===== src/rtl/hsvrgb_pkg.sv =====
// Shared types and constants for the HSV to RGB color converter.
package hsvrgb_pkg;

   // Pipeline depth from an accepted transaction to a valid result.
   localparam int NUM_STAGES = 7;

   // Hue geometry in 1/64 degree units.
   localparam logic [15:0] HUE_FULL_TURN = 16'd23040;
   localparam logic [15:0] HUE_TWO_TURNS = 16'd46080;
   localparam logic [14:0] HUE_SECTOR    = 15'd3840;

   // Saturation and value are fractions of this full scale.
   localparam logic [7:0]  FRAC_MAX = 8'd255;

   // Common denominator of the q and t terms, 255 * 3840.
   localparam logic [19:0] QT_DENOM = 20'd979200;

   // Ceiling of 2^32 / 3825; exact quotient for any dividend below 2^20.
   localparam logic [20:0] QT_RECIP = 21'd1122868;

   // Input transaction.
   typedef struct packed {
      logic [15:0] hue;
      logic [7:0]  saturation;
      logic [7:0]  brightness_value;
   } req_type;

   // Result transaction.
   typedef struct packed {
      logic [7:0] red;
      logic [7:0] green;
      logic [7:0] blue;
   } rsp_type;

   // Per-stage load enables from the pipeline control.
   typedef logic [NUM_STAGES-1:0] stage_vec_type;

   // Hue split into sector and fraction, with the saturation, value and v*(255-s).
   typedef struct packed {
      logic [2:0]  sector;
      logic [11:0] frac;
      logic [7:0]  sat;
      logic [7:0]  val;
      logic [15:0] pprod;
   } hue_split_type;

   // Finished terms ready for the sector selection.
   typedef struct packed {
      logic [2:0] sector;
      logic [7:0] sat;
      logic [7:0] val;
      logic [7:0] p;
      logic [7:0] q;
      logic [7:0] t;
   } terms_type;

endpackage


===== src/rtl/hsv_to_rgb_converter.sv =====
// Top level of the HSV to RGB color converter.
//
// The request channel (req_valid, req_stall, req_data) takes one hue,
// saturation and value triple per transaction; hue is in 1/64 degree units
// and wraps at 360 degrees. The response channel (rsp_valid, rsp_stall,
// rsp_data) returns one 8-bit red, green and blue triple per transaction,
// in order. A transaction moves when valid is high and stall is low.
// The block takes a new transaction every cycle while req_stall is low;
// it is a seven-stage pipeline whose widest step is one 20 by 21 bit
// multiply. Stages that are empty or moving keep accepting while a finished
// result waits, so bubbles close up.
// When the receiver stalls, the pipeline fills and req_stall rises only
// once every stage holds a transaction; nothing is dropped or repeated.
// Reset clears all valid bits; no other state is kept between transactions.
module hsv_to_rgb_converter
   import hsvrgb_pkg::*;
(
   input  logic    clock,
   input  logic    reset,
   input  logic    req_valid,
   output logic    req_stall,
   input  req_type req_data,
   output logic    rsp_valid,
   input  logic    rsp_stall,
   output rsp_type rsp_data
);

   stage_vec_type stage_en;
   hue_split_type split;
   terms_type     terms;

   // Pipeline control.
   hsvrgb_ctrl u_ctrl (
      .clock     (clock),
      .reset     (reset),
      .req_valid (req_valid),
      .rsp_stall (rsp_stall),
      .req_stall (req_stall),
      .rsp_valid (rsp_valid),
      .stage_en  (stage_en)
   );

   // Hue wrap and sector split.
   hsvrgb_hue u_hue (
      .clock    (clock),
      .stage_en (stage_en[1:0]),
      .req_data (req_data),
      .split    (split)
   );

   // Term arithmetic.
   hsvrgb_scale u_scale (
      .clock    (clock),
      .stage_en (stage_en[5:2]),
      .split    (split),
      .terms    (terms)
   );

   // Output selection and register.
   hsvrgb_mux u_mux (
      .clock    (clock),
      .stage_en (stage_en[6]),
      .terms    (terms),
      .rsp_data (rsp_data)
   );

endmodule


===== src/rtl/hsvrgb_ctrl.sv =====
// Valid and stall control for the converter pipeline.
module hsvrgb_ctrl
   import hsvrgb_pkg::*;
(
   input  logic          clock,
   input  logic          reset,
   input  logic          req_valid,
   input  logic          rsp_stall,
   output logic          req_stall,
   output logic          rsp_valid,
   output stage_vec_type stage_en
);

   stage_vec_type valid_ff;
   stage_vec_type valid_in;
   stage_vec_type ready;

   // A stage may load when it is empty or when the stage after it moves on.
   always_comb begin
      ready[NUM_STAGES-1] = !valid_ff[NUM_STAGES-1] || !rsp_stall;
      for (int i = NUM_STAGES - 2; i >= 0; i--) begin
         ready[i] = !valid_ff[i] || ready[i+1];
      end
   end

   // Valid bits travel with the data; a stage that holds keeps its bit.
   always_comb begin
      if (ready[0]) begin
         valid_in[0] = req_valid;
      end else begin
         valid_in[0] = valid_ff[0];
      end
      for (int i = 1; i < NUM_STAGES; i++) begin
         if (ready[i]) begin
            valid_in[i] = valid_ff[i-1];
         end else begin
            valid_in[i] = valid_ff[i];
         end
      end
   end

   always_ff @(posedge clock) begin
      if (reset) begin
         valid_ff <= '0;
      end else begin
         valid_ff <= valid_in;
      end
   end

   assign stage_en  = ready;
   assign req_stall = !ready[0];
   assign rsp_valid = valid_ff[NUM_STAGES-1];

endmodule


===== src/rtl/hsvrgb_hue.sv =====
// Hue reduction and sector split, pipeline stages one and two.
module hsvrgb_hue
   import hsvrgb_pkg::*;
(
   input  logic          clock,
   input  logic [1:0]    stage_en,
   input  req_type       req_data,
   output hue_split_type split
);

   logic [14:0]   hr_ff;
   logic [14:0]   hr_in;
   logic [7:0]    sat_ff;
   logic [7:0]    val_ff;
   logic [15:0]   pprod_ff;
   logic [15:0]   pprod_in;
   logic [15:0]   hue_diff;
   hue_split_type split_ff;
   hue_split_type split_in;
   logic [2:0]    sector;
   logic [14:0]   sector_base;

   // The hue field spans less than three turns, so two compares wrap it.
   always_comb begin
      if (req_data.hue >= HUE_TWO_TURNS) begin
         hue_diff = req_data.hue - HUE_TWO_TURNS;
      end else if (req_data.hue >= HUE_FULL_TURN) begin
         hue_diff = req_data.hue - HUE_FULL_TURN;
      end else begin
         hue_diff = req_data.hue;
      end
      hr_in    = hue_diff[14:0];
      pprod_in = 16'(req_data.brightness_value) * 16'(FRAC_MAX - req_data.saturation);
   end

   always_ff @(posedge clock) begin
      if (stage_en[0]) begin
         hr_ff    <= hr_in;
         sat_ff   <= req_data.saturation;
         val_ff   <= req_data.brightness_value;
         pprod_ff <= pprod_in;
      end
   end

   // The sector is the count of sector boundaries at or below the hue.
   always_comb begin
      sector = 3'd0;
      for (int k = 1; k < 6; k++) begin
         if (hr_ff >= 15'(k * 3840)) begin
            sector = 3'(k);
         end
      end
   end

   // Remove the sector base to leave the fraction within the sector.
   always_comb begin
      case (sector)
         3'd1:    sector_base = HUE_SECTOR;
         3'd2:    sector_base = 15'(2 * 3840);
         3'd3:    sector_base = 15'(3 * 3840);
         3'd4:    sector_base = 15'(4 * 3840);
         3'd5:    sector_base = 15'(5 * 3840);
         default: sector_base = '0;
      endcase
      split_in.sector = sector;
      split_in.frac   = 12'(hr_ff - sector_base);
      split_in.sat    = sat_ff;
      split_in.val    = val_ff;
      split_in.pprod  = pprod_ff;
   end

   always_ff @(posedge clock) begin
      if (stage_en[1]) begin
         split_ff <= split_in;
      end
   end

   assign split = split_ff;

endmodule


===== src/rtl/hsvrgb_scale.sv =====
// Computation of the p, q and t terms, pipeline stages three to six.
module hsvrgb_scale
   import hsvrgb_pkg::*;
(
   input  logic          clock,
   input  logic [3:0]    stage_en,
   input  hue_split_type split,
   output terms_type     terms
);

   // Fields carried alongside the arithmetic.
   typedef struct packed {
      logic [2:0] sector;
      logic [7:0] sat;
      logic [7:0] val;
      logic [7:0] p;
   } carry_type;

   carry_type   c3_ff, c4_ff, c5_ff, c6_ff;
   carry_type   c3_in;
   logic [19:0] sf_ff;
   logic [19:0] sf_in;
   logic [19:0] nq_ff, nt_ff;
   logic [19:0] nq_in, nt_in;
   logic [27:0] xq_ff, xt_ff;
   logic [27:0] xq_in, xt_in;
   logic [40:0] mq_ff, mt_ff;
   logic [40:0] mq_in, mt_in;
   logic [19:0] s3840;
   logic [16:0] p_sum;
   logic [8:0]  p_est;
   logic [16:0] p_rem;

   // Stage three: s*f, and v*(255-s)/255 by estimate and one correction.
   always_comb begin
      sf_in = 20'(split.sat) * 20'(split.frac);
      p_sum = {1'b0, split.pprod} + {9'b0, split.pprod[15:8]};
      p_est = p_sum[16:8];
      p_rem = {1'b0, split.pprod} - (17'({p_est, 8'b0}) - 17'(p_est));
      c3_in.sector = split.sector;
      c3_in.sat    = split.sat;
      c3_in.val    = split.val;
      if (p_rem >= 17'(FRAC_MAX)) begin
         c3_in.p = 8'(p_est + 9'd1);
      end else begin
         c3_in.p = p_est[7:0];
      end
   end

   always_ff @(posedge clock) begin
      if (stage_en[0]) begin
         sf_ff <= sf_in;
         c3_ff <= c3_in;
      end
   end

   // Stage four: numerators of q and t over the common denominator.
   always_comb begin
      s3840 = {c3_ff.sat, 12'b0} - {4'b0, c3_ff.sat, 8'b0};
      nq_in = QT_DENOM - sf_ff;
      nt_in = QT_DENOM - s3840 + sf_ff;
   end

   always_ff @(posedge clock) begin
      if (stage_en[1]) begin
         nq_ff <= nq_in;
         nt_ff <= nt_in;
         c4_ff <= c3_ff;
      end
   end

   // Stage five: scale the numerators by the value.
   always_comb begin
      xq_in = 28'(c4_ff.val) * 28'(nq_ff);
      xt_in = 28'(c4_ff.val) * 28'(nt_ff);
   end

   always_ff @(posedge clock) begin
      if (stage_en[2]) begin
         xq_ff <= xq_in;
         xt_ff <= xt_in;
         c5_ff <= c4_ff;
      end
   end

   // Stage six: divide by 979200 as a shift by 8 and a reciprocal of 3825.
   always_comb begin
      mq_in = 41'(xq_ff[27:8]) * 41'(QT_RECIP);
      mt_in = 41'(xt_ff[27:8]) * 41'(QT_RECIP);
   end

   always_ff @(posedge clock) begin
      if (stage_en[3]) begin
         mq_ff <= mq_in;
         mt_ff <= mt_in;
         c6_ff <= c5_ff;
      end
   end

   always_comb begin
      terms.sector = c6_ff.sector;
      terms.sat    = c6_ff.sat;
      terms.val    = c6_ff.val;
      terms.p      = c6_ff.p;
      terms.q      = mq_ff[39:32];
      terms.t      = mt_ff[39:32];
   end

endmodule


===== src/rtl/hsvrgb_mux.sv =====
// Sector selection of the terms into red, green and blue, final stage.
module hsvrgb_mux
   import hsvrgb_pkg::*;
(
   input  logic      clock,
   input  logic      stage_en,
   input  terms_type terms,
   output rsp_type   rsp_data
);

   rsp_type rsp_ff;
   rsp_type rsp_in;

   // Zero saturation gives grey; otherwise the standard HSV sector table.
   always_comb begin
      if (terms.sat == 8'd0) begin
         rsp_in = '{red: terms.val, green: terms.val, blue: terms.val};
      end else begin
         case (terms.sector)
            3'd0:    rsp_in = '{red: terms.val, green: terms.t,   blue: terms.p};
            3'd1:    rsp_in = '{red: terms.q,   green: terms.val, blue: terms.p};
            3'd2:    rsp_in = '{red: terms.p,   green: terms.val, blue: terms.t};
            3'd3:    rsp_in = '{red: terms.p,   green: terms.q,   blue: terms.val};
            3'd4:    rsp_in = '{red: terms.t,   green: terms.p,   blue: terms.val};
            default: rsp_in = '{red: terms.val, green: terms.p,   blue: terms.q};
         endcase
      end
   end

   always_ff @(posedge clock) begin
      if (stage_en) begin
         rsp_ff <= rsp_in;
      end
   end

   assign rsp_data = rsp_ff;

endmodule


===== config.mk =====
export PLATFORM = sky130hd
export DESIGN_NAME = hsv_to_rgb_converter
export DESIGN_NICKNAME = d
export VERILOG_FILES = /design/src/rtl/hsvrgb_pkg.sv /design/src/rtl/hsv_to_rgb_converter.sv /design/src/rtl/hsvrgb_ctrl.sv /design/src/rtl/hsvrgb_hue.sv /design/src/rtl/hsvrgb_scale.sv /design/src/rtl/hsvrgb_mux.sv
export SDC_FILE = /design/constraint.sdc
export NUM_CORES = 2
export LEC_CHECK = 0
export BUFFER_PORTS_ARGS = -buffer_cell sky130_fd_sc_hd__buf_2
export CAP_MARGIN = 15
export CORE_MARGIN = 1
export CORE_UTILIZATION = 40
export DETAILED_ROUTE_END_ITERATION = 10
export GPL_ROUTABILITY_DRIVEN = 0
export MAX_ROUTING_LAYER = met4
export PLACE_DENSITY = 0.61
export SLEW_MARGIN = 10
export SYNTH_ARGS = -nofsm -noshare
export SYNTH_HDL_FRONTEND = slang
export SYNTH_SLANG_ARGS = --single-unit

===== constraint.sdc =====
create_clock -name clock -period 5.15 [get_ports clock]
set_clock_uncertainty 0.05 [all_clocks]
set_input_delay 0.2575 -clock clock [delete_from_list [all_inputs] [get_ports clock]]
set_output_delay 0.2575 -clock clock [all_outputs]
set_load 0.05 [all_outputs]

==> metrics <==
Synth Net Count 4687; max-cap violation count 0; WL final 81400 um; clock period minus worst slack 5.14 ns; Layout Area Growth over Synthesis 17.0%; total grt overflow 0; # IOs 62; hold crit path type input port to flop; initial antenna violation count 1; clock slew seen by the registers of the worst setup and hold paths 0.05 ns; WL per Instance 15.5 um; DP HPWL 65200 um; slew margin rel. 0.325; Root Buffer clkbuf_16; largest net degree at the start of global routing 49; std cell rows 113; critical path's slowest cell fa_1; syn_area_per_cell 10.6 um2; Max Clk Rate 0.194 GHz; Synth cell types 85; DR iter-0 viols 1265; prevailing post-synth register cell edfxtp_1; TritonCTS buffer count 42; Seq cells post-synth 348; mapped cell area 0.0382 mm2; Initial Util 0.403; core area 0.0949 mm2; slowest stage delay, CP 0.54 ns; first-pass GRT wire length 133000 um; GRT Util Overall 0.173; critical setup path kind flop to flop; vias in the first global route 26400; CTS tree built; critical-path cell list buf_6 -> and2_4 -> fa_1 -> inv_2 -> fa_1 -> fa_1 -> fa_1 -> inv_2 -> ha_4 -> buf_6 -> a21oi_2 -> nand2_1 -> a211oi_2 -> a31oi_2 -> o211ai_1 -> nand2_1 -> a21o_1 -> a211oi_2 -> nor3_2; most frequent CP cell fa_1; Avg Vias per Cell 4.85; Worst EP required 5.41 ns; Post-DRT Antenna Nets 0; Num Clock Sinks 348; port bufs 61; crit path max fanout 5; RSZ-0062 raised after global routing true; Final Util 0.471; Chip Width 311 um; fin crit share 0.999; Post-synth EDFFs 341; final setup vio count 0; Via Count 25400; final hold viol count 0; register area share after synthesis 0.271; CP Launch Type flop; die area 0.0968 mm2; Residual DRC 0; Die H 311 um; Ys Warns 0; Mapped Cells 3616; CP arrival 5.40 ns; DRT Pass-1 Iters 5; Crit. End Element flop; layout cells sized above 1 0.147; asr flop ratio synth 0; CTS H-Tree Depth 2; antenna cell count 0; insertion delay to the later sink of the worst-skew pair 0.58 ns; fin nets 5019; Max Slew Vio Count 0; Max Buffers Root-to-Sink 3; status complete, no violations; Worst Tran Pin Value 1.01 ns
[path summary, 6_finish.rpt]
kind / startpoint / to / slack (ns) / cells past startpoint
setup reg to reg: u_scale.c4_ff[10] / u_scale.xq_ff[24] / 0.006 / 19
hold / removal: req_data[31] / u_hue.hr_ff[14] / 0.04 / 2
setup / recovery: u_scale.c4_ff[10] / u_scale.xq_ff[24] / 0.006 / 19
hold reg to reg: u_hue.pprod_ff[5] / u_hue.split[5] / 0.36 / 0
[routing by layer]
metal | part of all wire | global-route usage | vias to the layer above | routed length [um]
li1 | - | - | 12400 | -
met1 | 0.46 | 0.228 | 12400 | 37400
met2 | 0.48 | 0.285 | 452 | 38800
met3 | 0.037 | 0.0166 | 119 | 3010
met4 | 0.027 | 0.0466 | 0 | 2230
met5 | 0 | - | - | 0
[cells in the final DEF (no fill, tap or decap), drive strengths merged, types with 8 or more instances in the layout]
cell / count
a22o: 17
o2111ai: 11
fa: 453
edfxtp: 341
nor3: 33
xor2: 38
nand2b: 46
or2: 8
o21bai: 14
a21boi: 9
nand2: 277
clkinv: 9
nor2: 87
o22ai: 18
clkbuf: 54
a211oi: 10
xnor2: 107
a21oi: 114
o21a: 12
ha: 582
nor4: 9
buf: 321
a31oi: 20
nor2b: 56
o21ai: 77
and3: 23
inv: 770
a22oi: 9
a21o: 41
nand3: 41
and2: 223
nand4: 22
dlygate4sd3: 30
[sequential cells by signal, indices dropped and copies added (netlist names), 15 cells and up]
signal          cells
u_scale.c5_ff      27
u_scale.terms      27
u_hue.hr_ff        15
u_hue.pprod_ff     16
u_mux.rsp_data     24
u_scale.sf_ff      20
u_scale.xq_ff      20
u_scale.nq_ff      19
u_scale.c4_ff      27
u_scale.c3_ff      27
u_scale.xt_ff      20
u_hue.split        47
u_scale.nt_ff      20
[per-stage QoR]
stage | instances | instance area, um2 | worst slack (ns) | setup TNS [ns] | hold WS (ns)
finish | 5242 | 44700 | 0.00578 | 0 | 0.0359
global route | 5242 | 44700 | -0.182 | -1.78 | 0.0306
CTS | 5184 | 43300 | -0.00915 | -0.00915 | 0.0101
detailed placement | 5073 | 41400 | -0.186 | -1.15 | 0.355
global placement | 5073 | 41400 | -0.110 | -0.445 | 0.351
floorplan | 3616 | 38200 | -0.00222 | -0.00222 | 0.277
[area by class of cell]
type,count,area [um2]
Tap cell,1265,1580
Clock buffer,52,1110
Fill cell,8676,50100
Inverter,769,2890
Sequential cell,348,10400
Clock inverter,21,285
Multi-Input combinational cell,2434,25800
Timing Repair Buffer,353,2680
[cells in the mapped netlist (all sizes together) (17+ instances only)]
cell type,count,area (um2)
o22ai,18,113
a31oi,20,125
edfxtp,341,10200
nand4,22,138
and2,223,1400
ha,582,7280
clkbuf,60,226
and3,23,144
nand2,277,1040
a21oi,114,578
fa,453,9070
nor3,33,165
a22o,17,149
nor2,87,327
xnor2,107,937
a21o,41,309
nand2b,46,295
o21ai,77,385
xor2,38,333
nand3,41,210
nor2b,56,350
inv,769,2890
[kinds of logic after synthesis]
group,after synthesis,synth area share
adder cells (fa/ha/maj),1036,0.428
AND/OR/NAND/NOR,847,0.115
buffers and inverters,834,0.0822
AO/OA/AOI/OAI,400,0.0688
flip-flops,348,0.271
XOR/XNOR,145,0.0332
multiplexers,6,0.00167
[critical path: cells and delay by family (launching register included)]
| family | cells | cell delay (ns) |
|---|---|---|
| flops | 1 | 0.50 |
| buf+inv | 4 | 0.40 |
| fa+ha+maj | 5 | 2.20 |
| simple gates | 4 | 0.39 |
| compound gates | 6 | 1.36 |
[timing repair]
action,4_1_cts,5_1_grt
pin swaps,15,143
buffers inserted,8,58
hold buffers,30,0
gates cloned,0,3
endpoints found under the hold margin,33,0
endpoints found under the setup margin,18,41
resized for setup,28,184
Power is not shown: default switching activity piles up to over one toggle a cycle in this logic, so the estimate is an artifact.
